==> src/rtl/assert_macros.svh <==
// ----------------------------------------------------------------------------
// Assertion macros
// Shorthand for clocked implication checks, compiled out for synthesis.
// ----------------------------------------------------------------------------
`ifndef ASSERT_MACROS_SVH
`define ASSERT_MACROS_SVH
`ifndef SYNTHESIS
`define ASSERT_SAME(lbl, clk, rst, a, c, msg) \
   lbl: assert property (@(posedge clk) disable iff (rst) (a) |-> (c)) else $error(msg);
`define ASSERT_NEXT(lbl, clk, rst, a, c, msg) \
   lbl: assert property (@(posedge clk) disable iff (rst) (a) |=> (c)) else $error(msg);
`else
`define ASSERT_SAME(lbl, clk, rst, a, c, msg)
`define ASSERT_NEXT(lbl, clk, rst, a, c, msg)
`endif
`endif

==> src/rtl/dcl_pkg.sv <==
// ----------------------------------------------------------------------------
// dcl_pkg
// Shared types and constants of the interval constraint solver.
// ----------------------------------------------------------------------------
package dcl_pkg;
   localparam int FIELD_W  = 11;
   localparam int VAL_W    = 12;
   localparam int STATUS_W = 2;
   localparam int PASS_W   = 12;

   localparam logic [STATUS_W-1:0] ST_OK         = 2'd0;
   localparam logic [STATUS_W-1:0] ST_INFEASIBLE = 2'd1;
   localparam logic [STATUS_W-1:0] ST_BAD        = 2'd2;

   localparam logic [FIELD_W-1:0] NODE_COUNT_RESET = 11'd1024;

   typedef logic [FIELD_W-1:0] field_type;

   typedef struct packed {
      field_type range_start;
      field_type range_end;
      field_type min_count;
   } rule_type;

   typedef enum logic [3:0] {
      OP_NOP,
      OP_STORE,
      OP_RD_RULE,
      OP_CLEAR,
      OP_CARRY0,
      OP_RD_NODE,
      OP_FWD,
      OP_BWD,
      OP_LAT_RULE,
      OP_LAT_SRC,
      OP_CSTR
   } dp_op_type;

   typedef struct packed {
      dp_op_type op;
   } cmd_type;

   typedef struct packed {
      logic bad_range;
      logic raise;
      logic over_n;
   } stat_type;
endpackage

==> src/rtl/dcl_ctrl.sv <==
// ----------------------------------------------------------------------------
// dcl_ctrl
// Controller: batch loading, range check, relaxation passes and result.
// ----------------------------------------------------------------------------
module dcl_ctrl import dcl_pkg::*; #(
   parameter int NODES = 1024,
   parameter int CONSTRAINTS = 1024,
   localparam int PAW = $clog2(NODES + 1),
   localparam int CAW = (CONSTRAINTS > 1) ? $clog2(CONSTRAINTS) : 1,
   localparam int TW = $clog2(CONSTRAINTS + 1)
) (
   input  logic                clock,
   input  logic                reset,
   input  logic                req_valid,
   output logic                req_ready,
   input  logic                req_last,
   output logic                rsp_valid,
   input  logic                rsp_ready,
   output field_type           rsp_total,
   output logic [STATUS_W-1:0] rsp_status,
   input  field_type           node_count,
   output cmd_type             cmd,
   output logic [PAW-1:0]      node_idx,
   output logic [CAW-1:0]      rule_idx,
   input  stat_type            stat,
   input  logic [VAL_W-1:0]    end_value
);
   localparam logic [4:0] S_IDLE = 5'd0, S_PRECHK = 5'd1, S_RCHK_RD = 5'd2,
      S_RCHK_EV = 5'd3, S_CLR = 5'd4, S_PASS_START = 5'd5, S_FW_RD = 5'd6,
      S_FW_WR = 5'd7, S_BW_RD = 5'd8, S_BW_WR = 5'd9, S_CS_RD = 5'd10,
      S_CS_LAT = 5'd11, S_CS_SRC = 5'd12, S_CS_UPD = 5'd13, S_PASS_END = 5'd14,
      S_RES_RD = 5'd15, S_RES = 5'd16, S_FIN = 5'd17;

   logic [4:0]          state_ff, state_in;
   logic [TW-1:0]       total_ff, total_in;
   logic                err_ff, err_in;
   logic [CAW-1:0]      k_ff, k_in;
   logic [PAW-1:0]      i_ff, i_in;
   logic [PASS_W-1:0]   pass_ff, pass_in;
   logic                moved_ff, moved_in;
   field_type           res_total_ff, res_total_in;
   logic [STATUS_W-1:0] res_status_ff, res_status_in;
   logic                rsp_valid_ff, rsp_valid_in;
   field_type           rsp_total_ff, rsp_total_in;
   logic [STATUS_W-1:0] rsp_status_ff, rsp_status_in;
   logic                accept, k_last, full;
   logic [PAW-1:0]      n_idx;

   assign accept = req_valid && req_ready;
   assign k_last = (TW'(k_ff) + TW'(1)) == total_ff;
   assign full   = total_ff == TW'(CONSTRAINTS);
   assign n_idx  = PAW'(node_count);

   always_comb begin
      state_in      = state_ff;
      total_in      = total_ff;
      err_in        = err_ff;
      k_in          = k_ff;
      i_in          = i_ff;
      pass_in       = pass_ff;
      moved_in      = moved_ff;
      res_total_in  = res_total_ff;
      res_status_in = res_status_ff;
      rsp_valid_in  = rsp_valid_ff && !rsp_ready;
      rsp_total_in  = rsp_total_ff;
      rsp_status_in = rsp_status_ff;
      cmd.op        = OP_NOP;
      req_ready     = 1'b0;
      unique case (state_ff)
         S_IDLE: begin
            req_ready = 1'b1;
            if (accept) begin
               if (full) begin
                  err_in = 1'b1;
               end else begin
                  cmd.op   = OP_STORE;
                  total_in = total_ff + 1'b1;
               end
               if (req_last) begin
                  state_in = S_PRECHK;
               end
            end
         end
         S_PRECHK: begin
            k_in = '0;
            i_in = '0;
            res_total_in = '0;
            if (err_ff || (node_count == '0) || (int'(node_count) > NODES)) begin
               res_status_in = ST_BAD;
               state_in      = S_FIN;
            end else if (total_ff == '0) begin
               state_in = S_CLR;
            end else begin
               state_in = S_RCHK_RD;
            end
         end
         S_RCHK_RD: begin
            cmd.op   = OP_RD_RULE;
            state_in = S_RCHK_EV;
         end
         S_RCHK_EV: begin
            if (stat.bad_range) begin
               res_status_in = ST_BAD;
               state_in      = S_FIN;
            end else if (k_last) begin
               state_in = S_CLR;
            end else begin
               k_in     = k_ff + 1'b1;
               state_in = S_RCHK_RD;
            end
         end
         S_CLR: begin
            cmd.op = OP_CLEAR;
            i_in   = i_ff + 1'b1;
            if (i_ff == n_idx) begin
               pass_in  = PASS_W'(1);
               state_in = S_PASS_START;
            end
         end
         S_PASS_START: begin
            cmd.op   = OP_CARRY0;
            moved_in = 1'b0;
            i_in     = PAW'(1);
            state_in = S_FW_RD;
         end
         S_FW_RD: begin
            cmd.op   = OP_RD_NODE;
            state_in = S_FW_WR;
         end
         S_FW_WR: begin
            cmd.op = OP_FWD;
            if (stat.raise) begin
               moved_in = 1'b1;
            end
            if (stat.over_n) begin
               res_status_in = ST_INFEASIBLE;
               state_in      = S_FIN;
            end else if (i_ff == n_idx) begin
               i_in     = i_ff - 1'b1;
               state_in = S_BW_RD;
            end else begin
               i_in     = i_ff + 1'b1;
               state_in = S_FW_RD;
            end
         end
         S_BW_RD: begin
            cmd.op   = OP_RD_NODE;
            state_in = S_BW_WR;
         end
         S_BW_WR: begin
            cmd.op = OP_BWD;
            k_in   = '0;
            if (stat.raise) begin
               moved_in = 1'b1;
            end
            if ((stat.raise && (i_ff == '0)) || stat.over_n) begin
               res_status_in = ST_INFEASIBLE;
               state_in      = S_FIN;
            end else if (i_ff == '0) begin
               state_in = (total_ff == '0) ? S_PASS_END : S_CS_RD;
            end else begin
               i_in     = i_ff - 1'b1;
               state_in = S_BW_RD;
            end
         end
         S_CS_RD: begin
            cmd.op   = OP_RD_RULE;
            state_in = S_CS_LAT;
         end
         S_CS_LAT: begin
            cmd.op   = OP_LAT_RULE;
            state_in = S_CS_SRC;
         end
         S_CS_SRC: begin
            cmd.op   = OP_LAT_SRC;
            state_in = S_CS_UPD;
         end
         S_CS_UPD: begin
            cmd.op = OP_CSTR;
            if (stat.raise) begin
               moved_in = 1'b1;
            end
            if (stat.over_n) begin
               res_status_in = ST_INFEASIBLE;
               state_in      = S_FIN;
            end else if (k_last) begin
               state_in = S_PASS_END;
            end else begin
               k_in     = k_ff + 1'b1;
               state_in = S_CS_RD;
            end
         end
         S_PASS_END: begin
            if (!moved_ff) begin
               i_in     = n_idx;
               state_in = S_RES_RD;
            end else if (pass_ff == (PASS_W'(node_count) + PASS_W'(1))) begin
               res_status_in = ST_INFEASIBLE;
               state_in      = S_FIN;
            end else begin
               pass_in  = pass_ff + 1'b1;
               state_in = S_PASS_START;
            end
         end
         S_RES_RD: begin
            cmd.op   = OP_RD_NODE;
            state_in = S_RES;
         end
         S_RES: begin
            res_total_in  = FIELD_W'(end_value);
            res_status_in = ST_OK;
            state_in      = S_FIN;
         end
         S_FIN: begin
            if (!rsp_valid_ff || rsp_ready) begin
               rsp_valid_in  = 1'b1;
               rsp_total_in  = (res_status_ff == ST_OK) ? res_total_ff : '0;
               rsp_status_in = res_status_ff;
               total_in      = '0;
               err_in        = 1'b0;
               state_in      = S_IDLE;
            end
         end
         default: begin
            state_in = S_IDLE;
         end
      endcase
   end

   always_ff @(posedge clock) begin
      if (reset) begin
         state_ff     <= S_IDLE;
         total_ff     <= '0;
         err_ff       <= 1'b0;
         rsp_valid_ff <= 1'b0;
      end else begin
         state_ff     <= state_in;
         total_ff     <= total_in;
         err_ff       <= err_in;
         rsp_valid_ff <= rsp_valid_in;
      end
      k_ff          <= k_in;
      i_ff          <= i_in;
      pass_ff       <= pass_in;
      moved_ff      <= moved_in;
      res_total_ff  <= res_total_in;
      res_status_ff <= res_status_in;
      rsp_total_ff  <= rsp_total_in;
      rsp_status_ff <= rsp_status_in;
   end

   assign node_idx   = i_ff;
   assign rule_idx   = (state_ff == S_IDLE) ? CAW'(total_ff) : k_ff;
   assign rsp_valid  = rsp_valid_ff;
   assign rsp_total  = rsp_total_ff;
   assign rsp_status = rsp_status_ff;
endmodule
==> config.mk <==
export PLATFORM = sky130hd
export DESIGN_NAME = dcl_ctrl
export DESIGN_NICKNAME = d
export VERILOG_FILES = /design/src/rtl/assert_macros.svh /design/src/rtl/dcl_pkg.sv /design/src/rtl/dcl_ctrl.sv
export SDC_FILE = /design/constraint.sdc
export NUM_CORES = 1
export LEC_CHECK = 0
export ABC_AREA = 0
export BUFFER_PORTS_ARGS = -buffer_cell sky130_fd_sc_hd__buf_4
export CAP_MARGIN = 0
export CORE_MARGIN = 10
export CORE_UTILIZATION = 40
export DETAILED_ROUTE_END_ITERATION = 10
export HOLD_SLACK_MARGIN = 0.12
export SETUP_SLACK_MARGIN = 0.5
export SLEW_MARGIN = 5
export SYNTH_ARGS = -nofsm -noshare
export SYNTH_HDL_FRONTEND = slang
export SYNTH_SLANG_ARGS = --single-unit
==> constraint.sdc <==
create_clock -name clock -period 4.6 [get_ports clock]
set_input_delay 0 -clock clock [delete_from_list [all_inputs] [get_ports clock]]
set_output_delay 0 -clock clock [all_outputs]
set_load 0.02 [all_outputs]
==> results of run 1 <==
==> registers in the layout, summed over array words and instances (netlist names) <==
signal	cells
k_ff	10
total_ff	11
moved_ff	1
rsp_total	11
node_idx	11
rsp_status	2
rsp_valid	1
res_status_ff	2
res_total_ff	11
pass_ff	12
state_ff	5
err_ff	1
==> routing by layer <==
| layer | wire length [um] | up-vias | global-route usage |
|---|---|---|---|
| met2 | 7418 | 150 | 0.2515 |
| met5 | 0 | - | 0 |
| li1 | - | 2524 | - |
| met1 | 7028 | 2449 | 0.1955 |
| met3 | 814 | 24 | 0.03820 |
| met4 | 266 | 0 | 0.05326 |
==> layout make-up <==
type,instances,share of cell area
multi-input combinational,504,0.4763
sequential,78,0.3139
timing repair buffer,101,0.1195
clock buffer,10,0.03324
tap,180,0.03270
inverter,26,0.01417
clock inverter,6,0.01017
==> kinds of logic (layout without fill, tap and decap cells) <==
family	after synthesis	count (layout)
simple gates	295	295
compound gates	116	116
buf+inv	79	143
flops	78	78
xor+xnor	63	63
mux	20	20
fa+ha+maj	10	10
==> critical path: stages, from the launching register on <==
cell and delay [ps]:
dfxtp_1 940, nor2b_1 200, and4_1 460, a41oi_1 930
nor3_1 190, xnor2_1 200, nor2_1 50
==> per-stage QoR <==
step | power, mW | area, sq um | setup WS, ps | cells
final | 3.527 | 6888 | 1503 | 905
after global routing | 3.762 | 6888 | 1283 | 905
after CTS | 3.559 | 6888 | 1530 | 905
after detailed placement | 2.800 | 6329 | 1544 | 863
after global placement | 2.758 | 6329 | 1648 | 863
after floorplan | 2.334 | 5792 | 1943 | 661
==> layout by cell type, fill, tap and decap left out, types with 17 or more instances in the layout <==
cell type and instances:
nand3_1 32, buf_4 75, inv_1 26, dlygate4sd3_1 26, nor2_1 64, xor2_1 17
xnor2_1 45, nand2_1 65, dfxtp_1 18, o21ai_0 29, edfxtp_1 60, nor3_1 17
a21oi_1 19
==> where the power goes <==
group | switching (mW) | internal [mW]
clock | 0.307 | 0.423
sequential | 0.257 | 0.991
combinational | 0.904 | 0.645
==> worst paths after layout <==
check | start | endpoint | slack, ps | cells after the start
setup / recovery | state_ff[1]$_SDFFE_PP0P_ | total_ff[7]$_SDFFE_PP0P_ | 1500 | 6
hold / removal | node_count[10] | node_idx[10]$_DFFE_PP_ | 120 | 3
setup reg to reg | state_ff[1]$_SDFFE_PP0P_ | total_ff[7]$_SDFFE_PP0P_ | 1500 | 6
hold reg to reg | res_status_ff[0]$_DFFE_PP_ | rsp_status[0]$_DFFE_PP_ | 450 | 0
==> repair_timing <==
action,4_1_cts,5_1_grt
hold endpoints to repair,30,0
setup buffers,0,0
setup endpoints to repair,0,0
hold buffers,26,0
==> out/metrics.yaml, run 1 <==
worst_setup_path:
  worstPathRequired_ps: 4840
  critical_path_class: "register to register"
  critPathCaptureType: "register"
  path_max_fanout: 26
  critPathArrivalTime_ps: 3340
  start_kind: "register"
yosys:
  synth_top_area_share: 0.3111
  ys_seq_elements: 78
  synthTopCellsByCount: "nand2_1, nor2_1, edfxtp_1"
  synth_warnings: 0
  yosys.area.top_type: "edfxtp_1"
  synth_simple_gate_area_frac: 0.2748
  synth_fa_ha_area_frac: 0.02117
  synthDistinctLibCells: 78
  synth-edff-count: 60
  synth_area_per_cell_sq_um: 8.762
  yosysSeqAreaShare: 0.3733
  synth_flop_cell: "edfxtp_1"
  synthMostInstantiatedCell: "nand2_1"
  synth_top_family_by_area: "simple AND/OR/NAND/NOR gates"
  yosys-mux-area-fraction: 0.03672
  synth-xor-area-share: 0.09765
  synth_area_leaders: "edfxtp_1, xnor2_1, dfxtp_1"
  syn_nets: 701
  synthesis.area_sq_um: 5792
  synth_cells: 661
  async_flop_share: 0
  synth_compound_area_frac: 0.1361
timing:
  setup_tns_ps: 0
  worst_pin_slew_ps: 1103
  hold_violations: 0
  slew_headroom: 0.2550
  rsz0062_at_grt: "no"
  drv_slew: 0
  fin_crit_ps: 3097
  skew_ps: 7.769
  period_share: 0.6732
  setup_viol: 0
  fin_worst_hold_slack_ps: 123.9
  fmax_mhz: 322.9
drt:
  ant_nets: 0
  wire_per_inst_um: 17.16
  via_per_inst: 5.687
  drt_iter0_markers: 347
  drc: 0
  vias: 5147
  finalWirelength_um: 15530
  dr.pass1.iters: 6
outcome:
  status: "complete, no violations"
finish:
  antenna_cells: 0
  utilization: 0.4905
  fillers: 1325
  ff_latch_area_sq_um: 2162
  layout-drive-gt1-share: 0.1572
  fin_nets: 760
  multi_input_area_sq_um: 3281
  syn_to_final_growth_pct: 18.92
die:
  start_util: 0.4125
  die_area_sq_um: 19690
  ios: 71
  coreArea_sq_um: 14040
  die_w_um: 140.3
  rows: 43
  die_y_um: 140.3
clock_tree:
  clockRootBuffer: "clkbuf_16"
  cts_sinks: 78
  cts.repair.resized: 0
  htree_levels: 3
  clk_pin_slew_worst_paths_ps: 70
  cts_tree: "done"
  cts_buffers: 9
  clock_path_buffers: 2
  clkLatencyLatePin_ps: 350
grt:
  grt_pass1_vias: 5017
  gr-usage-all-layers: 0.1550
  antenna_found_initial: 0
  grt_first_pass_wirelength_um: 25560
  grt_max_degree: 28
  gr-total-overflow: 0
flow_run:
  drv_cap: 0
place:
  place.detailed.hpwl_um: 11190
  globalplace.congestion: 0.9147
  numPortBuffers: 69
power:
  leakage_nw: 2.518
  vdd_drop_max_uv: 329.9
  powerDensity_nw_per_um2: 512.1
min_path:
  min_path_type: "input pin to register"
Note: power is estimated with default switching activity, not from simulation.
==> run 2, diff against run 1 <==
Clock period 4.6 ns to 3.1 ns, I/O delays scaled along.
==> run 2 against run 1 <==
  * Power grew 54%
  * Sequential power grew 44%
  * First-iteration DRC count grew 34%
  * Wire length grew 2.7%
  * Sequential share of layout area shrank 0.78 points
==> out/metrics.yaml, run 2 (synthesized netlist as in run 1, its figures left out) <==
drt:
  drt_iter0_markers: 464  # +34%
  finalWirelength_um: 15950  # +2.7%
  drc: 0  # unchanged
  ant_nets: 0  # unchanged
  dr.pass1.iters: 5  # -1
  via_per_inst: 5.664  # -0.41%
  vias: 5211  # +1.2%
  wire_per_inst_um: 17.33  # +1.0%
clock_tree:
  cts_tree: "done"
  clkLatencyLatePin_ps: 350  # about the same
  clockRootBuffer: "clkbuf_16"
  htree_levels: 3  # unchanged
  cts_sinks: 78  # unchanged
  clock_path_buffers: 2  # unchanged
  clk_pin_slew_worst_paths_ps: 60  # about the same
  cts_buffers: 9  # unchanged
place:
  globalplace.congestion: 0.9347  # +2.2%
  numPortBuffers: 69  # unchanged
  dp_cells: 869  # +0.70%
  place.detailed.hpwl_um: 11500  # +2.8%
finish:
  fillers: 1282  # -3.2%
  ff_latch_area_sq_um: 2162  # unchanged
  syn_to_final_growth_pct: 21.97
  layout_common_cells: "buf_4, nand2_1, nor2_1"
  multi_input_area_sq_um: 3323  # +1.3%
  regMostFlops: "pass_ff"
  largest_reg_flops: 12  # unchanged
  fin_nets: 774  # +1.8%
  final_common_cell: "buf_4"
  fin_cells: 920  # +1.7%
  layout-drive-gt1-share: 0.1827  # +0.02544
die:
  start_util: 0.4125  # unchanged
  die_w_um: 140.3  # unchanged
  die_area_sq_um: 19690  # unchanged
  rows: 43  # unchanged
  coreArea_sq_um: 14040  # unchanged
  ios: 71  # unchanged
  die_y_um: 140.3  # unchanged
worst_setup_path:
  start_kind: "register"
  worstPathRequired_ps: 3180  # -1660 ps
  path_cells: "ha_2 > and2_1 > nor2b_1 > o311a_1 > o2111a_2 > a311oi_1 > mux2i_1"
  r2r_cells: 7  # +1
  r2r_end: "k_ff[9]$_SDFFCE_PP0P_"
  critPathLaunch: "k_ff[0]$_SDFFCE_PP0P_"
  critPathArrivalTime_ps: 2560  # -780 ps
  slowest_stage: "edfxtp_1"
  critPathCaptureType: "register"
  r2r_start: "k_ff[0]$_SDFFCE_PP0P_"
  critical_path_class: "register to register"
  crit_path_max_incr_delay_ps: 460  # -480 ps
  path_max_fanout: 8  # -69%
  ff2ff_setup_slack_ps: 620  # -880 ps
  endpoint: "k_ff[9]$_SDFFCE_PP0P_"
min_path:
  min_path_type: "input pin to register"
  hold_depth: 5  # +2
grt:
  gr-total-overflow: 0  # unchanged
  antenna_found_initial: 0  # unchanged
  grt_first_pass_wirelength_um: 26250  # +2.7%
  gr-usage-all-layers: 0.1579  # +0.002901
  grt_pass1_vias: 5179  # +3.2%
  grt_max_degree: 32  # +14%
timing:
  worst_pin_slew_ps: 641.0  # -461.9 ps
  drv_slew: 0  # unchanged
  period_share: 0.8000  # +0.1268
  setup_viol: 0  # unchanged
  fin_crit_ps: 2480  # -616.7 ps
  fmax_mhz: 403.2  # +25%
  skew_ps: 9.203  # +1.434 ps
  rsz0062_at_grt: "no"
  slew_headroom: 0.5713  # +0.3163
  setup_tns_ps: 0  # unchanged
  hold_violations: 0  # unchanged
power:
  vdd_drop_max_uv: 387.3  # +17%
  leakage_nw: 2.619  # +4.0%
  powerDensity_nw_per_um2: 770.9  # +51%
outcome:
  status: "complete, no violations"
flow_run:
  drv_cap: 0  # unchanged
run 2: cell count changes in the layout (fill, tap and decap cells not counted), sizes merged:
cell and delta:
buf +13, dlygate4sd3 +1, bufinv +1, diode +1, clkinvlp -2, clkinv +1
run 2: report_power, final:
group          internal, mW  leakage (nW)  switching, mW
logic                  1.03          1.74           1.45
clock network         0.712         0.153          0.460
registers              1.47         0.728          0.331
run 2: layout make-up:
class,count,area share
multi-input cells,504,0.4704
repair buffers,115,0.1318
inverters,26,0.01382
diodes,1,0.0003542
clock buffers,10,0.03241
well taps,180,0.03188
clock inverters,6,0.01328
flip-flops and latches,78,0.3061
run 2: repair_timing:
action	CTS	global route
buffers inserted	0	7
pin swaps	1	0
gates resized for setup	1	8
endpoints found under the hold margin	31	0
endpoints found under the setup margin	1	41
hold buffers	27	0
run 2: worst max-delay path: cells and delay by family (launching register included):
family / cells / cell delay [ps]
AOI/OAI and AO/OA: 3 / 1090
adders and majority gates: 1 / 270
DFF: 1 / 460
muxes: 1 / 120
and+or+nand+nor: 2 / 270
run 2: stage by stage:
step	hold WS (ps)	total power, mW	utilization	setup slack [ps]	area, sq um
2_1_floorplan	215.5	3.466	-	694.1	5797
3_3_place_gp	274.8	4.139	0.4542	595.3	6379
3_5_place_dp	277.4	4.197	0.4542	497.1	6379
4_1_cts	201.3	5.414	0.4969	496.4	6978
5_1_grt	276.5	5.789	0.5029	495.7	7062
6_report	226.4	5.446	0.5031	620.0	7064
run 2: how the worst min path moves through the flow:
stage	startpoint	end	slack, ps
floorplan	stat[2]	state_ff[1]$_SDFFE_PP0P_	220
global placement	reset	state_ff[3]$_SDFFE_PP0P_	270
detailed placement	reset	state_ff[1]$_SDFFE_PP0P_	280
CTS	req_last	state_ff[0]$_SDFFE_PP0P_	200
global route	req_last	state_ff[0]$_SDFFE_PP0P_	280
finish	req_last	state_ff[0]$_SDFFE_PP0P_	230
run 2: layer usage:
layer	routed length [um]	vias to the layer above	track usage
li1	-	2550	-
met1	7048	2489	0.1959
met2	7907	157	0.2682
met3	841	15	0.03550
met4	151	0	0.04185
met5	0	-	0
